--- src/design/rpn_pkg.sv ---
// Shared types and codes for the RPN stack calculator.
package rpn_pkg;

   typedef enum logic [3:0] {
      OP_PUSH  = 4'd0,
      OP_ADD   = 4'd1,
      OP_SUB   = 4'd2,
      OP_MUL   = 4'd3,
      OP_DIV   = 4'd4,
      OP_MOD   = 4'd5,
      OP_PRINT = 4'd6,
      OP_PEEK  = 4'd7,
      OP_DUP   = 4'd8,
      OP_SWAP  = 4'd9,
      OP_CLEAR = 4'd10
   } opcode_type;

   typedef enum logic [2:0] {
      STAT_OK       = 3'd0,
      STAT_EMPTY    = 3'd1,
      STAT_FULL     = 3'd2,
      STAT_ZERO_DIV = 3'd3,
      STAT_OVERFLOW = 3'd4
   } status_type;

   // Which operand register feeds a push
   typedef enum logic [1:0] {
      SRC_A,
      SRC_B,
      SRC_RES
   } push_src_type;

   typedef enum logic [3:0] {
      S_IDLE,
      S_POP_B,
      S_LAT_B,
      S_POP_A,
      S_LAT_A,
      S_CALC,
      S_MUL,
      S_DIV,
      S_DIV_END,
      S_PUSH_1,
      S_PUSH_2,
      S_PEEK,
      S_PEEK_LAT,
      S_RESP
   } ctrl_state_type;

   // Controller to datapath
   typedef struct packed {
      logic         load;
      logic         pop;
      logic         peek;
      logic         latch_b;
      logic         latch_a;
      logic         raise_zdiv;
      logic         show;
      logic         calc;
      logic         mul_fin;
      logic         div_fin;
      logic         push;
      push_src_type src;
      logic         clear;
      logic         rsp_load;
      opcode_type   op;
   } dp_cmd_type;

   // Datapath to controller
   typedef struct packed {
      logic b_zero;
      logic b_int_zero;
      logic div_busy;
      logic out_free;
   } dp_stat_type;

endpackage

--- src/design/rpn_ctrl.sv ---
// Command sequencer: steps each item through pops, compute and pushes.
module rpn_ctrl (
   input  logic                 clock,
   input  logic                 reset,
   input  logic                 req_valid,
   output logic                 req_ready,
   input  logic [3:0]           req_opcode,
   input  rpn_pkg::dp_stat_type stat,
   output rpn_pkg::dp_cmd_type  cmd
);

   rpn_pkg::ctrl_state_type state_ff, state_in;
   rpn_pkg::opcode_type     op_ff, op_in;
   rpn_pkg::opcode_type     req_op;

   assign req_op = rpn_pkg::opcode_type'(req_opcode);

   always_ff @(posedge clock) begin
      if (reset) begin
         state_ff <= rpn_pkg::S_IDLE;
         op_ff    <= rpn_pkg::OP_PUSH;
      end else begin
         state_ff <= state_in;
         op_ff    <= op_in;
      end
   end

   always_comb begin
      state_in  = state_ff;
      op_in     = op_ff;
      cmd       = '0;
      cmd.op    = op_ff;
      cmd.src   = rpn_pkg::SRC_RES;
      req_ready = state_ff == rpn_pkg::S_IDLE;
      unique case (state_ff)
         rpn_pkg::S_IDLE: begin
            if (req_valid) begin
               cmd.load = 1'b1;
               op_in    = req_op;
               unique case (req_op)
                  rpn_pkg::OP_PUSH:  state_in = rpn_pkg::S_PUSH_1;
                  rpn_pkg::OP_ADD, rpn_pkg::OP_SUB, rpn_pkg::OP_MUL, rpn_pkg::OP_DIV,
                  rpn_pkg::OP_MOD, rpn_pkg::OP_PRINT, rpn_pkg::OP_SWAP:
                                     state_in = rpn_pkg::S_POP_B;
                  rpn_pkg::OP_PEEK:  state_in = rpn_pkg::S_PEEK;
                  rpn_pkg::OP_DUP:   state_in = rpn_pkg::S_POP_A;
                  rpn_pkg::OP_CLEAR: begin
                     cmd.clear = 1'b1;
                     state_in  = rpn_pkg::S_RESP;
                  end
                  default:           state_in = rpn_pkg::S_RESP;
               endcase
            end
         end
         rpn_pkg::S_POP_B: begin
            cmd.pop  = 1'b1;
            state_in = rpn_pkg::S_LAT_B;
         end
         rpn_pkg::S_LAT_B: begin
            cmd.latch_b = 1'b1;
            priority if (op_ff == rpn_pkg::OP_PRINT) begin
               cmd.show = 1'b1;
               state_in = rpn_pkg::S_RESP;
            end else if ((op_ff == rpn_pkg::OP_DIV && stat.b_zero) ||
                         (op_ff == rpn_pkg::OP_MOD && stat.b_int_zero)) begin
               cmd.raise_zdiv = 1'b1;
               state_in       = rpn_pkg::S_RESP;
            end else begin
               state_in = rpn_pkg::S_POP_A;
            end
         end
         rpn_pkg::S_POP_A: begin
            cmd.pop  = 1'b1;
            state_in = rpn_pkg::S_LAT_A;
         end
         rpn_pkg::S_LAT_A: begin
            cmd.latch_a = 1'b1;
            if (op_ff == rpn_pkg::OP_DUP || op_ff == rpn_pkg::OP_SWAP) begin
               state_in = rpn_pkg::S_PUSH_1;
            end else begin
               state_in = rpn_pkg::S_CALC;
            end
         end
         rpn_pkg::S_CALC: begin
            cmd.calc = 1'b1;
            unique case (op_ff)
               rpn_pkg::OP_MUL:                 state_in = rpn_pkg::S_MUL;
               rpn_pkg::OP_DIV, rpn_pkg::OP_MOD: state_in = rpn_pkg::S_DIV;
               default:                          state_in = rpn_pkg::S_PUSH_1;
            endcase
         end
         rpn_pkg::S_MUL: begin
            cmd.mul_fin = 1'b1;
            state_in    = rpn_pkg::S_PUSH_1;
         end
         rpn_pkg::S_DIV: begin
            if (!stat.div_busy) state_in = rpn_pkg::S_DIV_END;
         end
         rpn_pkg::S_DIV_END: begin
            cmd.div_fin = 1'b1;
            state_in    = rpn_pkg::S_PUSH_1;
         end
         rpn_pkg::S_PUSH_1: begin
            cmd.push = 1'b1;
            unique case (op_ff)
               rpn_pkg::OP_PUSH, rpn_pkg::OP_DUP: cmd.src = rpn_pkg::SRC_A;
               rpn_pkg::OP_SWAP:                  cmd.src = rpn_pkg::SRC_B;
               default:                           cmd.src = rpn_pkg::SRC_RES;
            endcase
            if (op_ff == rpn_pkg::OP_DUP || op_ff == rpn_pkg::OP_SWAP) begin
               state_in = rpn_pkg::S_PUSH_2;
            end else begin
               state_in = rpn_pkg::S_RESP;
            end
         end
         rpn_pkg::S_PUSH_2: begin
            cmd.push = 1'b1;
            cmd.src  = rpn_pkg::SRC_A;
            state_in = rpn_pkg::S_RESP;
         end
         rpn_pkg::S_PEEK: begin
            cmd.peek = 1'b1;
            state_in = rpn_pkg::S_PEEK_LAT;
         end
         rpn_pkg::S_PEEK_LAT: begin
            cmd.show = 1'b1;
            state_in = rpn_pkg::S_RESP;
         end
         rpn_pkg::S_RESP: begin
            if (stat.out_free) begin
               cmd.rsp_load = 1'b1;
               state_in     = rpn_pkg::S_IDLE;
            end
         end
         default: state_in = rpn_pkg::S_IDLE;
      endcase
   end

   a_div_waits: assert property (@(posedge clock) disable iff (reset)
      state_ff == rpn_pkg::S_DIV && stat.div_busy |=> state_ff == rpn_pkg::S_DIV)
      else $error("left divide wait while divider busy");

endmodule

--- config.mk ---
export PLATFORM = sky130hd
export DESIGN_NAME = rpn_ctrl
export DESIGN_NICKNAME = d
export VERILOG_FILES = /design/src/design/rpn_pkg.sv /design/src/design/rpn_ctrl.sv
export SDC_FILE = /design/constraint.sdc
export NUM_CORES = 1
export LEC_CHECK = 0
export BUFFER_PORTS_ARGS = -buffer_cell sky130_fd_sc_hd__buf_2
export CAP_MARGIN = 20
export CORE_MARGIN = 4
export CORE_UTILIZATION = 54
export CTS_CLUSTER_DIAMETER = 150
export DETAILED_ROUTE_END_ITERATION = 8
export PLACE_DENSITY = 0.92
export RECOVER_POWER = 25
export SYNTH_ARGS = -nofsm -noshare
export SYNTH_HDL_FRONTEND = slang
export SYNTH_SLANG_ARGS = --single-unit
--- constraint.sdc ---
create_clock -name clock -period 3.5 [get_ports clock]
set_clock_uncertainty 0.05 [all_clocks]
set_input_delay 0.35 -clock clock [delete_from_list [all_inputs] [get_ports clock]]
set_output_delay 0.35 -clock clock [all_outputs]
set_load 0.1 [all_outputs]
* Word level (Yosys, flattened, before mapping)
Cells that the tools add are included.
** Word-level totals
- Output and inout port bits :: 20
- Register bits after elaboration :: 8
** Operators by class
- Reductions and logical operators :: 15
- Muxes and demuxes :: 31
- Equality and inequality tests :: 32
** Operator list (number)
- case mux 4 bit (12 select lines) :: 1
- == test 4 x 3 -> 1 bit (second input constant) :: 11
- == test 4 bit (second input constant) :: 11
- 2-to-1 mux 4 bit :: 6
- == test 4 x 2 -> 1 bit (second input constant) :: 5
- 2-to-1 mux 1 bit :: 18
- case mux 4 bit (4 select lines) :: 1
- zero test 4 bit :: 3
- OR reduction 2 bit :: 5
- == test 4 x 1 -> 1 bit (second input constant) :: 2
- case mux 4 bit (2 select lines) :: 1
- OR reduction 7 bit :: 1
- inequality test 2 bit (second input constant) :: 3
- case mux 3 bit (2 select lines) :: 1
- case mux 2 bit (2 select lines) :: 1
- 2-to-1 mux 3 bit :: 1
- AND reduction 3 bit :: 1
- logical AND 1 bit :: 2
- logical OR 1 bit :: 2
- case mux 1 bit (2 select lines) :: 1
- AND reduction 2 bit :: 1

* Depth between registers and ports, before layout
Gate-level depths: netlist of the first run.
- Word-level depth :: 6
- Depth in mapped cells :: 6
- Gate-level depth less buffers :: 4

* Worst setup path after synthesis of the first run
OpenSTA, ideal clock, no wires.
- Path kind :: flip-flop to output port
- Start :: register state_ff[2]
- End :: output cmd[13] (netlist bit)
- Arrival time :: 6.015 ns
- Stages on the path, launching flop included :: 5
- Data required time :: 3.100 ns
- Setup slack :: -2.915 ns
- Cells stage by stage :: dfxtp_1 -> buf_2 -> buf_2 -> nor3_1 -> nor4b_1
** RTL lines
- start: declaration :: RTL line rpn_ctrl.sv:12 : rpn_pkg::ctrl_state_type state_ff, state_in;
- start signal: assignment :: RTL line rpn_ctrl.sv:20 : state_ff <= rpn_pkg::S_IDLE;
- start signal: assignment :: RTL line rpn_ctrl.sv:23 : state_ff <= state_in;
- end: declaration :: RTL line rpn_ctrl.sv:9 : output rpn_pkg::dp_cmd_type cmd

==> results of run 1 <==
-- power by group through the flow --
stage	logic [mW]	registers [mW]	clock network, mW
finish	0.653	0.227	0.0703
global route	0.689	0.238	0.0790
CTS	0.653	0.223	0.0723
detailed placement	0.651	0.225	0
global placement	0.639	0.221	0
floorplan	0.552	0.228	0
-- flip-flops by register name, summed over array words and instances, names as in the netlist --
| name | cells |
|---|---|
| op_ff | 4 |
| state_ff | 4 |
-- final cells by class --
cell class                      instances  area [um^2]
Timing Repair Buffer                   30          146
Clock buffer                            3         22.5
Multi-Input combinational cell        113          742
Sequential cell                         8          160
Inverter                                5         18.8
Tap cell                               16         20.0
Fill cell                             153          467
-- metal layers --
metal / GRT usage / share of wire
met3: 0.0512 / 0.088
met1: 0.309 / 0.43
met4: 0.0553 / 0.0099
met5: 0 / 0
met2: 0.366 / 0.48
-- critical path, delay by kind of cell (launching register included) --
kind                   cells  cell delay (ns)
buffers and inverters      2             0.67
AND/OR/NAND/NOR            1             0.43
AO/OA/AOI/OAI              1             0.14
flip-flops                 1             0.75
-- cell families after synthesis --
group / count (synthesis)
buf+inv: 18
mux: 1
compound gates: 41
simple gates: 71
flops: 8
-- path summary, 6_finish.rpt --
path	to	cells after the start
setup reg to reg	state_ff[2]	4
hold / removal	state_ff[0]	2
setup / recovery	cmd[12]	4
hold reg to reg	op_ff[3]	2
-- layout by cell type (no fill, tap or decap), drive strengths merged, types with 2 or more instances in the layout --
cell type and instances:
clkbuf 6, inv 5, dfxtp 8, a31oi 2, a311oi 2, nor4b 3
a21oi 15, nor2 10, a22o 2, buf 27, a211o 2, nor3 6
o21ai 4, nand2b 9, a21o 2, nand3b 4, or3 4, nand3 7
nand2 9, nor2b 5, and3 4, nor3b 2
-- metrics by stage --
stage / instance area, um^2 / utilization / worst slack, ns
after floorplan: 980 / - / 0.173
after global placement: 1090 / 0.692 / 1.21
after detailed placement: 1090 / 0.692 / 1.13
after CTS: 1110 / 0.706 / 0.864
after global routing: 1110 / 0.704 / 0.685
final: 1110 / 0.704 / 0.832
==> metrics list, run 1 <==
* Insertion delay of the later-clocked pin in the worst-skew pair: ~0.25 ns
* Main combinational cell family by area after synthesis: simple AND/OR/NAND/NOR gates
* Overall routing resource usage: 0.229
- Critical path data arrival time: about 2.3 ns
* Total CTS buffers: 3
* Starting density of the core: 0.602
* Maximum Capacitance Violations: 0
- The die covers 2490 um^2.
* Number of flops mapped to enable cells by yosys: 0
- Counting I/O delays and the setup requirement, the final critical path takes 2.67 ns.
- Category of the critical setup timing path: flop to output port
* Post-CTS Setup Bufs: 0
* Number of cells upsized or downsized after cts: 0
- Counting flops with an async set or reset pin after synthesis yields a share of 0.
- Cell types with the largest area share after synthesis: dfxtp_1, a21oi_1, nand2b_1, buf_2, nor2_1
- In the final layout, the share of cells above drive strength 1 is 0.245.
- Synthesis-to-layout area growth: 17.0%
- Summed over all failing endpoints, the final setup total negative slack is 0 ns.
- Site Rows: 14
- In this run the standard cell core region covers 1580 um^2.
* Origin of the critical flop-to-flop path: state_ff[3]
* Wire length of the first global-routing pass: around 4600 um
* Post-DP HPWL: ~2000 um
* Number of buffers between clock root and the deepest sink: 2
- In the finished design, the share of the clock period the worst path needs comes to 0.762.
* Cell with the most instances after synthesis: a21oi_1
- Buffers on Ports: 30
- Final-report hold violation count: 0
- The share of the Yosys chip area taken by registers is 0.169.
- DRC violations left: 0
- After clock tree synthesis, the clock-pin slew on the worst setup and hold paths is about 0.06 ns.
* H-tree Lvls: 1
- Timing-limited maximum frequency: approximately 0.37 GHz
* CTS Hold Buffers Added: 0
- The worst hold path belongs to the class input port to flop.
* CTS tree: yes
- Of the total power, the clock network draws 0.074.
- # diodes: 0
- Floorplan die height: 49.9 um
- The flow ran to the end, and the final reports show no timing, DRC or antenna violations.
- The signal on the critical path passes through inv_1 -> or3_1 -> a21oi_2 -> buf_2.
* Area fraction in and, or, nand and nor cells after synthesis: 0.449
* Compound-gate portion of the synthesized area: 0.290
- Top cell type's share of synthesized area: 0.169
* Mapped Nets: 150
* Pin count of the biggest net entering global routing: 25
- Via count of the first global-routing pass: between 900 and 1000
- The Yosys step of the flow raised 0 warnings.
- Total net switching power: 632 uW
- The largest total area in the synthesized netlist belongs to dfxtp_1.
* IR drop worst, VDD: 0.530 mV
- Detail Route Antenna Nets: 0
- Global placer's final weighted congestion: a little under 0.9
- Clock tree synthesis selected as its root buffer the cell clkbuf_4.
- Of the total power, combinational logic draws 0.687.
- In the synthesized netlist the dominant register cell turns out to be dfxtp_1.
* Count of clock tree sinks: 8
* Count of nets after finishing: approximately 170
* Number of iterations in the first detailed-routing pass: 4
* # setup viols final: 0
- Hold path startpoint: reset
- Actual slew at the worst max-slew pin: about 1.2 ns
* Setup repair after global routing missed its margin: false
- Of all nets on the critical path, the largest fanout is 22.
- Startpoint Class: flop
- Share of the synthesized netlist area taken by xor and xnor gates: 0
- Number of placed instances, taps included: 172
* Flop2flop setup slack: approximately 1.5 ns
* Number of vias per cell after detailed routing: 6.66
- Counting flops and latches in the post-synthesis netlist gives 8.
* Most instantiated cells after synthesis: a21oi_1, nor2_1, nand2_1, nand2b_1
- Int Power: about 320 uW
* Wire length per cell after detailed routing: roughly 16 um
* Gate Count Post-Synth: 139
- Proportion of synthesized area in mux cells: 0.0106
- From left edge to right edge, the die measures ~50 um.
- Largest stage delay on the critical path: between 0.7 and 0.8 ns
- Final standard cell count with taps included and fillers excluded: approximately 180
- Slowest stage cell on the critical path: dfxtp_1
- Crit path capture type: output port
- I/O pin count: 31
* Final max-slew violation count: 0
* Total power after layout: 950 uW
* Number of antenna violations at the first check in global routing: 0
- Max_slew headroom: 0.232
- The first routing iteration left 66 violations.
- Of the total power, the share spent switching nets is 0.666.
- Total wire length: 2740 um
- In this run the worst setup path begins at state_ff[1].
* Via count: roughly 1200
* Required @ worst endpoint: 3.10 ns
* Syn Area/Cell: between 6 and 7 um^2
- Of the total synthesized cell area, the portion taken by full adders, half adders and majority gates is 0.
- Total congestion overflow: 0
- Synthesis instantiated 46 different standard cells from the library.
* Leakage component of the power: approximately 0.42 nW
- The cell area that synthesis handed to floorplanning was between 900 and 1000 um^2.
- Worst hold slack: between 0.3 and 0.4 ns
* Total power divided by cell area: 856 nW/um^2
- The share of total power dissipated in sequential elements is 0.239.
(Power assumes the default switching activity.)
==> run 2, diff against run 1 <==
CORE_UTILIZATION = 50   (was 54)
PLACE_DENSITY = 0.87   (was 0.92)
clock period = 2.53 ns   (was 3.5 ns; I/O delays follow)
==> run 2 against run 1 <==
Net effect:
- combinational power rose by 53%
- worst setup slack got worse by 0.63 ns
- sequential share of layout area fell by 0.63 points
- core utilization fell by 3.1 points
- sequential power rose by 26%
- final cell count rose by 8.6%
- clock power rose by 49%
- critical path type unchanged
- largest cell class unchanged
==> metrics list, run 2 (same netlist as run 1, synthesis figures left out) <==
* Post-DP HPWL: 2240 um (+9.3%)
* Total power divided by cell area: 1180 nW/um^2 (+37%)
- # setup viols final: 0 (unchanged)
- The setup total negative slack is 0 ns (unchanged).
* Total wire length: 3060 um (+12%)
- Biggest registers after layout: op_ff x4, state_ff x4
- In the finished design, the share of the clock period the worst path needs comes to 0.921.
- Synthesis-to-layout area growth: 25.2%
- The slowest stage of the critical path is the dfxtp_1 cell.
- The DRC violation count after routing was 0 (unchanged).
* Category of the critical setup timing path: flop to output port
* Detail Route Antenna Nets: 0 (unchanged)
* Total CTS buffers: 3 (unchanged)
- Crit path capture type: output port
- The kind of cell with the highest combined delay along the critical path is simple AND/OR/NAND/NOR gates.
- In this run the clock root is driven by a clkbuf_4.
- Filler cell count: 171 (+12%)
* Share of total power in the clock network: 0.075 (about the same)
- The worst ir drop on vdd is 0.754 mV (+42%).
- Number of vias per cell after detailed routing: 6.17 (-7.3%)
- The switching power total is 907 uW (+44%).
- The first-pass iteration count of the detailed router came to 5 (+1).
- # diodes: 0 (unchanged)
- Int Power: 488 uW (+54%)
- Count of nets after finishing: 178 (+3.5%)
- Floorplan die height: 51.6 um (+3.3%)
- Counting I/O delays and the setup requirement, the final critical path takes roughly 2.3 ns.
- Wire length of the first global-routing pass: 4980 um (+9.4%)
- H-tree Lvls: 1 (unchanged)
* Routed wire length on met3: 263 um (+9.1%)
* Starting density of the core: 0.538 (-0.0640)
- TritonCTS built the clock tree.
* Bufs and invs on worst path: 1 (-1)
* Site Rows: 15 (+1)
- The largest incremental delay on the critical path was 0.49 ns (-0.26 ns).
- Critical Path Fanout Max: 18 (-18%)
- Number of cells upsized or downsized after cts: 0 (unchanged)
- The path class of the tightest hold or removal check is input port to flop.
- Via count: 1173 (+0.60%)
- Count of clock tree sinks: 8 (unchanged)
* Actual slew at the worst max-slew pin: 1.16 ns (+0.00695 ns)
- The number of endpoints with negative hold slack in the final report is 0 (unchanged).
- Timing-limited maximum frequency: roughly 0.43 GHz
* Final worst setup slack: 0.199 ns (-0.633 ns)
- The data required time at the worst endpoint came to 2.23 ns (-0.87 ns).
- The pre-CTS setup slack is 0.490 ns (-0.644 ns).
* Insertion delay of the later-clocked pin in the worst-skew pair: 0.26 ns (about the same)
- Pin count of the biggest net entering global routing: 23 (-8.0%)
- Final max-slew violation count: 0 (unchanged)
* Leakage component of the power: 0.451 nW (+7.0%)
- The number of buffer cells added on primary ports came to 30 (unchanged).
- The global placement routability congestion is 0.843 (-5.1%).
* Wire length per cell after detailed routing: 16.1 um (+2.9%)
- Post-CTS Setup Bufs: 0 (unchanged)
- Met2 routed WL: 1380 um (+6.2%)
- After detailed routing, no signal wire sits above met4.
- Clock Pin Slew Worst Setup and Hold Paths: 0.06 ns (about the same)
- The fraction of layout cells with a size suffix above 1 was 0.297 (+0.0517).
* Startpoint Class: flop
- The critical path goes through nor2_1 -> nand3b_1 -> or3_1 -> a21oi_4 -> buf_2.
- Register share of total power: 0.205 (-0.034)
- In the layout the commonest cells are buf_2, a21oi_1, nor2_1, nand2_1, nand2b_1.
- The starting DRC count in detailed routing came to 104 (+58%).
- Number of placed instances, taps included: 187 (+8.7%)
- Setup repair after global routing missed its margin: false
* Via count of the first global-routing pass: 1103 (+11%)
- I/O pin count: 31 (unchanged)
- The arrival time reported for the critical path endpoint came to 2.03 ns (-0.24 ns).
* Horizontal die dimension: 51.6 um (+3.3%)
- The max-capacitance violation count came to 0 (unchanged).
- Leaving out fill and tap cells, the most frequent cell in the layout is buf_2.
* Number of antenna violations at the first check in global routing: 0 (unchanged)
- Met1 Routed Length: 1290 um (+10%)
* Max_slew headroom: 0.228 (-0.00461)
- CTS Hold Buffers Added: 0 (unchanged)
- Die area: 2660 um^2 (+6.7%)
- Sw frac: 0.650 (-0.0153)
- Final standard cell count with taps included and fillers excluded: 190 (+8.6%)
- Total congestion overflow: 0 (unchanged)
- The core footprint is 1760 um^2 (+12%).
- Result of the run: complete, no violations
* Overall routing resource usage: 0.247 (+0.0178)
- Comb pwr share: 0.720 (+0.033)
- The maximum count of clock buffers along a single path is 2 (unchanged).
[run 2: power groups by stage]
stage                     Clock [mW]  Sequential (mW)  Combinational, mW
final                          0.105            0.286               1.00
after global routing           0.115            0.298               1.06
after CTS                      0.104            0.283               1.00
after detailed placement           0            0.288              0.997
after global placement             0            0.280              0.982
after floorplan                    0            0.318              0.773
[run 2: worst paths after layout]
kind	from	to	slack, ns	cells after the start
setup / recovery	state_ff[3]	cmd[12]	0.20	5
hold / removal	reset	op_ff[1]	0.22	2
setup reg to reg	state_ff[0]	state_ff[2]	0.67	5
hold reg to reg	op_ff[2]	op_ff[2]	0.49	2
[run 2: worst register-to-register path, cell delays in order (launching register included)]
cell and delay [ns]:
dfxtp_1 0.47, buf_4 0.25, or4_1 0.54, a21o_1 0.23
a21oi_1 0.13, a311oi_1 0.06
[run 2: stage by stage]
step,instance area [um^2],hold slack (ns),total power [mW],utilization
final,1190,0.221,1.40,0.673
after detailed placement,1170,0.477,1.28,0.662
after global placement,1170,0.467,1.26,0.662
after CTS,1190,0.212,1.39,0.675
after global routing,1190,0.220,1.47,0.673
after floorplan,1000,0.343,1.09,-
[run 2: per-layer routing]
layer | track usage | vias up
li1 | - | 566
met1 | 0.320 | 523
met2 | 0.400 | 69
met3 | 0.0372 | 15
met4 | 0.114 | 0
met5 | 0 | -
[run 2: layout make-up]
| cell class | instances | area (um^2) | share of cell area |
|---|---|---|---|
| Clock buffer | 3 | 22.5 | 0.0190 |
| Inverter | 5 | 23.8 | 0.0200 |
| Multi-Input combinational cell | 113 | 754 | 0.635 |
| Sequential cell | 8 | 164 | 0.138 |
| Tap cell | 25 | 31.3 | 0.0263 |
| Timing Repair Buffer | 36 | 191 | 0.161 |
==> run 3, diff against run 2 <==
ABC_AREA = 1   (was not set)
CORE_UTILIZATION = 48   (was 50)
PLACE_DENSITY = 0.86   (was 0.87)
==> run 3 against run 2 <==
Net effect:
- sequential cell count unchanged
- worst setup slack improved by 0.22 ns
- sequential power decreased by 12%
- non-clock buffer count decreased by 6
- sequential share of layout area increased by 1.5 points
- routed wire length decreased by 25%
- critical endpoint is now cmd[5]
- largest cell class unchanged
==> metrics list, run 3 <==
- Wire length per cell after detailed routing: 11.6 um (-28%)
* Critical Path Fanout Max: 7 (-11)
- Number of cells on the worst hold path: 2 (unchanged)
- The vertical extent of the die was 49.8 um (-3.4%).
* Total net switching power: 1.04 mW (+15%)
* Buffers on Ports: 30 (unchanged)
* Origin of the critical flop-to-flop path: state_ff[2]
* Setup repair after global routing missed its margin: false
- Die area: 2480 um^2 (-6.7%)
- Register bit total from synthesis: 8 (unchanged)
- The first-pass iteration count of the detailed router came to 4 (-1).
- The count of hold-fix buffers inserted at cts is 0 (unchanged).
* Timing-limited maximum frequency: 0.473 GHz (+10%)
- Gate Count Post-Synth: 149 (+7.2%)
* Proportion of register bits with asynchronous set or reset after synthesis: 0 (unchanged)
- Via count of the first global-routing pass: 951 (-14%)
- IR drop worst, VDD: 1.08 mV (+43%)
- # setup viols final: 0 (unchanged)
- By area the synthesized netlist is led by nand2_1, dfxtp_1, nor2_1, inv_1, nand3_1.
- Horizontal die dimension: 49.8 um (-3.4%)
- The power per cell area is 1400 nW/um^2 (+19%).
- Required @ worst endpoint: 2.23 ns (about the same)
* Hold path startpoint: reset
* Total congestion overflow: 0 (unchanged)
- Global placer's final weighted congestion: 0.922 (+9.3%)
- CTS tree: yes
- Flop2flop setup slack: 1.00 ns (+0.33 ns)
- Number of warnings printed during yosys synthesis: 0 (unchanged)
- Core region area: 1580 um^2 (-11%)
- Slowest stage cell on the critical path: buf_2
- The number of cell rows came to 14 (-1).
- Final worst path period share: 0.836 (-0.0854)
* Register share of total power: 0.169 (-0.036)
* Number of cells upsized or downsized after cts: 0 (unchanged)
- The pre-CTS setup slack is 0.706 ns (+0.216 ns).
- Leakage component of the power: 0.618 nW (+37%)
- Int Power: 445 uW (-8.9%)
- The starting utilization of the core area is 0.532 (-0.00584).
- The maximum number of pins on one net before global-route repair is 9 (-61%).
* I/O pin count: 31 (unchanged)
- Cell with the most instances after synthesis: nand2_1
- The maximum count of clock buffers along a single path came to 2 (unchanged).
* Layout Utilization: 0.676 (+0.00314)
* Most frequent standard cell in the layout excluding fill and tap cells: nand2_1
- The maximum level of the CTS H-tree is 1 (unchanged).
- The tightest min-delay check is of the input port to flop type.
* Sw frac: 0.701 (+0.0510)
* Most frequent cells in the layout: nand2_1, buf_2, nor2_1, inv_1, nand3_1
- Critical-path cell list: nor2_2 -> nand2_1 -> nor2_1 -> nand2_1 -> nor2_2 -> buf_2
- Final worst setup slack: 0.415 ns (+0.216 ns)
- Post-CTS Setup Bufs: 0 (unchanged)
- The count of placed standard cells including taps came to 194 (+3.7%).
- The arrival time reported for the critical path endpoint is 1.81 ns (-0.22 ns).
- Syn Area/Cell: 5.63 um^2 (-18%)
- The depth of the worst register-to-register path is 9 (+4).
- Actual slew at the worst max-slew pin: 1.20 ns (+0.0403 ns)
- Startpoint Class: flop
- Largest stage delay on the critical path: 0.42 ns (-0.07 ns)
- Drt first-iter violations: 31 (-70%)
- Detail Route Antenna Nets: 0 (unchanged)
- Overall routing resource usage: 0.199 (-0.0478)
* Top cell type's share of synthesized area: 0.197 (+0.0281)
- Sink of the worst hold path: state_ff[3]
- Relative to the synthesized area, the layout overhead comes to 27.2%.
- Clock Pin Slew Worst Setup and Hold Paths: 0.05 ns (about the same)
- The number of endpoints with negative hold slack in the final report came to 0 (unchanged).
- Final max-slew violation count: 0 (unchanged)
- # diodes: 0 (unchanged)
- The setup total negative slack came to 0 ns (unchanged).
- The first-pass GRT wire length was 3910 um (-22%).
- Maximum Capacitance Violations: 0 (unchanged)
- DRC violations left: 0 (unchanged)
- Max_slew headroom: 0.201 (-0.0268)
- The clock latency at the later pin of the worst-skew pair is 0.26 ns (about the same).
* Via count: 1024 (-13%)
- The initial antenna violation count is 0 (unchanged).
- Biggest area consumer among synthesized cells: nand2_1
* Post-DP HPWL: 1930 um (-14%)
* Sequential-to-total area share from yosys stat: 0.191 (+0.0222)
- The post-synthesis cell area came to 838 um^2 (-12%).
- Mapped Nets: 160 (+6.7%)
* Share of total power in the clock network: 0.066 (-0.009)
- The endpoint identified for the worst register-to-register timing path is state_ff[2].
- The combinational cell fraction of total power came to 0.765 (+0.045).
- The largest registers in the layout are op_ff x4, state_ff x4.
- Result of the run: complete, no violations
- Worst hold slack: 0.217 ns (-0.00455 ns)
- Count of nets after finishing: 194 (+9.0%)
- The commonest cells after synthesis are nand2_1, nor2_1, inv_1, nand3_1, dfxtp_1.
- The shortest period the worst path allows came to 2.11 ns (-0.216 ns).
- The non-filler instance count after layout came to 197 (+3.7%).
- Number of flops mapped to enable cells by yosys: 0 (unchanged)
- The number of buffers inserted during clock tree synthesis was 3 (unchanged).
* Category of the critical setup timing path: flop to output port
- Most common flop cell mapped by yosys: dfxtp_1
* Total wire length: 2290 um (-25%)
- Number of distinct standard cells referenced by the synthesized netlist: 24 (-48%)
- The fraction of layout cells with a size suffix above 1 is 0.326 (+0.0290).
- Number of vias per cell after detailed routing: 5.20 (-16%)
* Filler cell count: 164 (-4.1%)
- Count of clock tree sinks: 8 (unchanged)
* Crit path capture type: output port
- The cell sitting at the root of the clock tree is a clkbuf_4.
run 3: cell count changes in the layout (fill, tap and decap cells not counted), sizes merged, moves of 5 or more:
cell	delta
nand2b	-9
a21oi	-9
buf	-6
nand3	+7
nand2	+42
nor2	+19
nor2b	-5
inv	+21
run 3: kinds of logic after synthesis:
| family | Yosys count | share of synthesized area |
|---|---|---|
| AND/OR/NAND/NOR | 98 | 0.569 |
| buffers and inverters | 28 | 0.125 |
| flip-flops | 8 | 0.191 |
| AO/OA/AOI/OAI | 15 | 0.115 |
run 3: worst max-delay path, delay by kind of cell, from the launching register on:
kind | cells | cell delay [ns]
buf+inv | 1 | 0.42
flops | 1 | 0.40
simple gates | 5 | 0.73
run 3: routing by layer:
| layer | track usage | share of wire |
|---|---|---|
| met5 | 0 | 0 |
| met4 | 0.0691 | 0.014 |
| met3 | 0.0241 | 0.062 |
| met2 | 0.361 | 0.49 |
| met1 | 0.237 | 0.43 |
run 3: worst max path at each step:
stage | from | to | slack, ns | depth (start not counted)
detailed placement | state_ff[3] | cmd[13] | 0.71 | 5
finish | state_ff[3] | cmd[5] | 0.42 | 6
floorplan | op_ff[0] | cmd[13] | -0.07 | 5
global placement | state_ff[3] | cmd[13] | 0.77 | 5
global route | state_ff[1] | cmd[5] | 0.26 | 6
CTS | state_ff[3] | cmd[13] | 0.42 | 5
run 3: per-stage QoR:
stage / instance area (um^2) / total power [mW]
3_5_place_dp: 1060 / 1.40
6_report: 1070 / 1.49
5_1_grt: 1070 / 1.58
4_1_cts: 1080 / 1.50
2_1_floorplan: 891 / 1.23
3_3_place_gp: 1060 / 1.38
run 3: power groups by stage:
stage	registers [mW]	clock network, mW	logic, mW
2_1_floorplan	0.384	0	0.842
3_3_place_gp	0.244	0	1.14
3_5_place_dp	0.252	0	1.15
4_1_cts	0.250	0.0998	1.16
5_1_grt	0.260	0.104	1.21
6_report	0.251	0.0985	1.14
run 3: cell type report:
type | count | area [um^2] | share of cell area
inverter | 27 | 101 | 0.0951
clock buffer | 3 | 22.5 | 0.0211
tap | 16 | 20.0 | 0.0188
sequential | 8 | 163 | 0.153
multi-input combinational | 113 | 613 | 0.575
timing repair buffer | 30 | 146 | 0.137
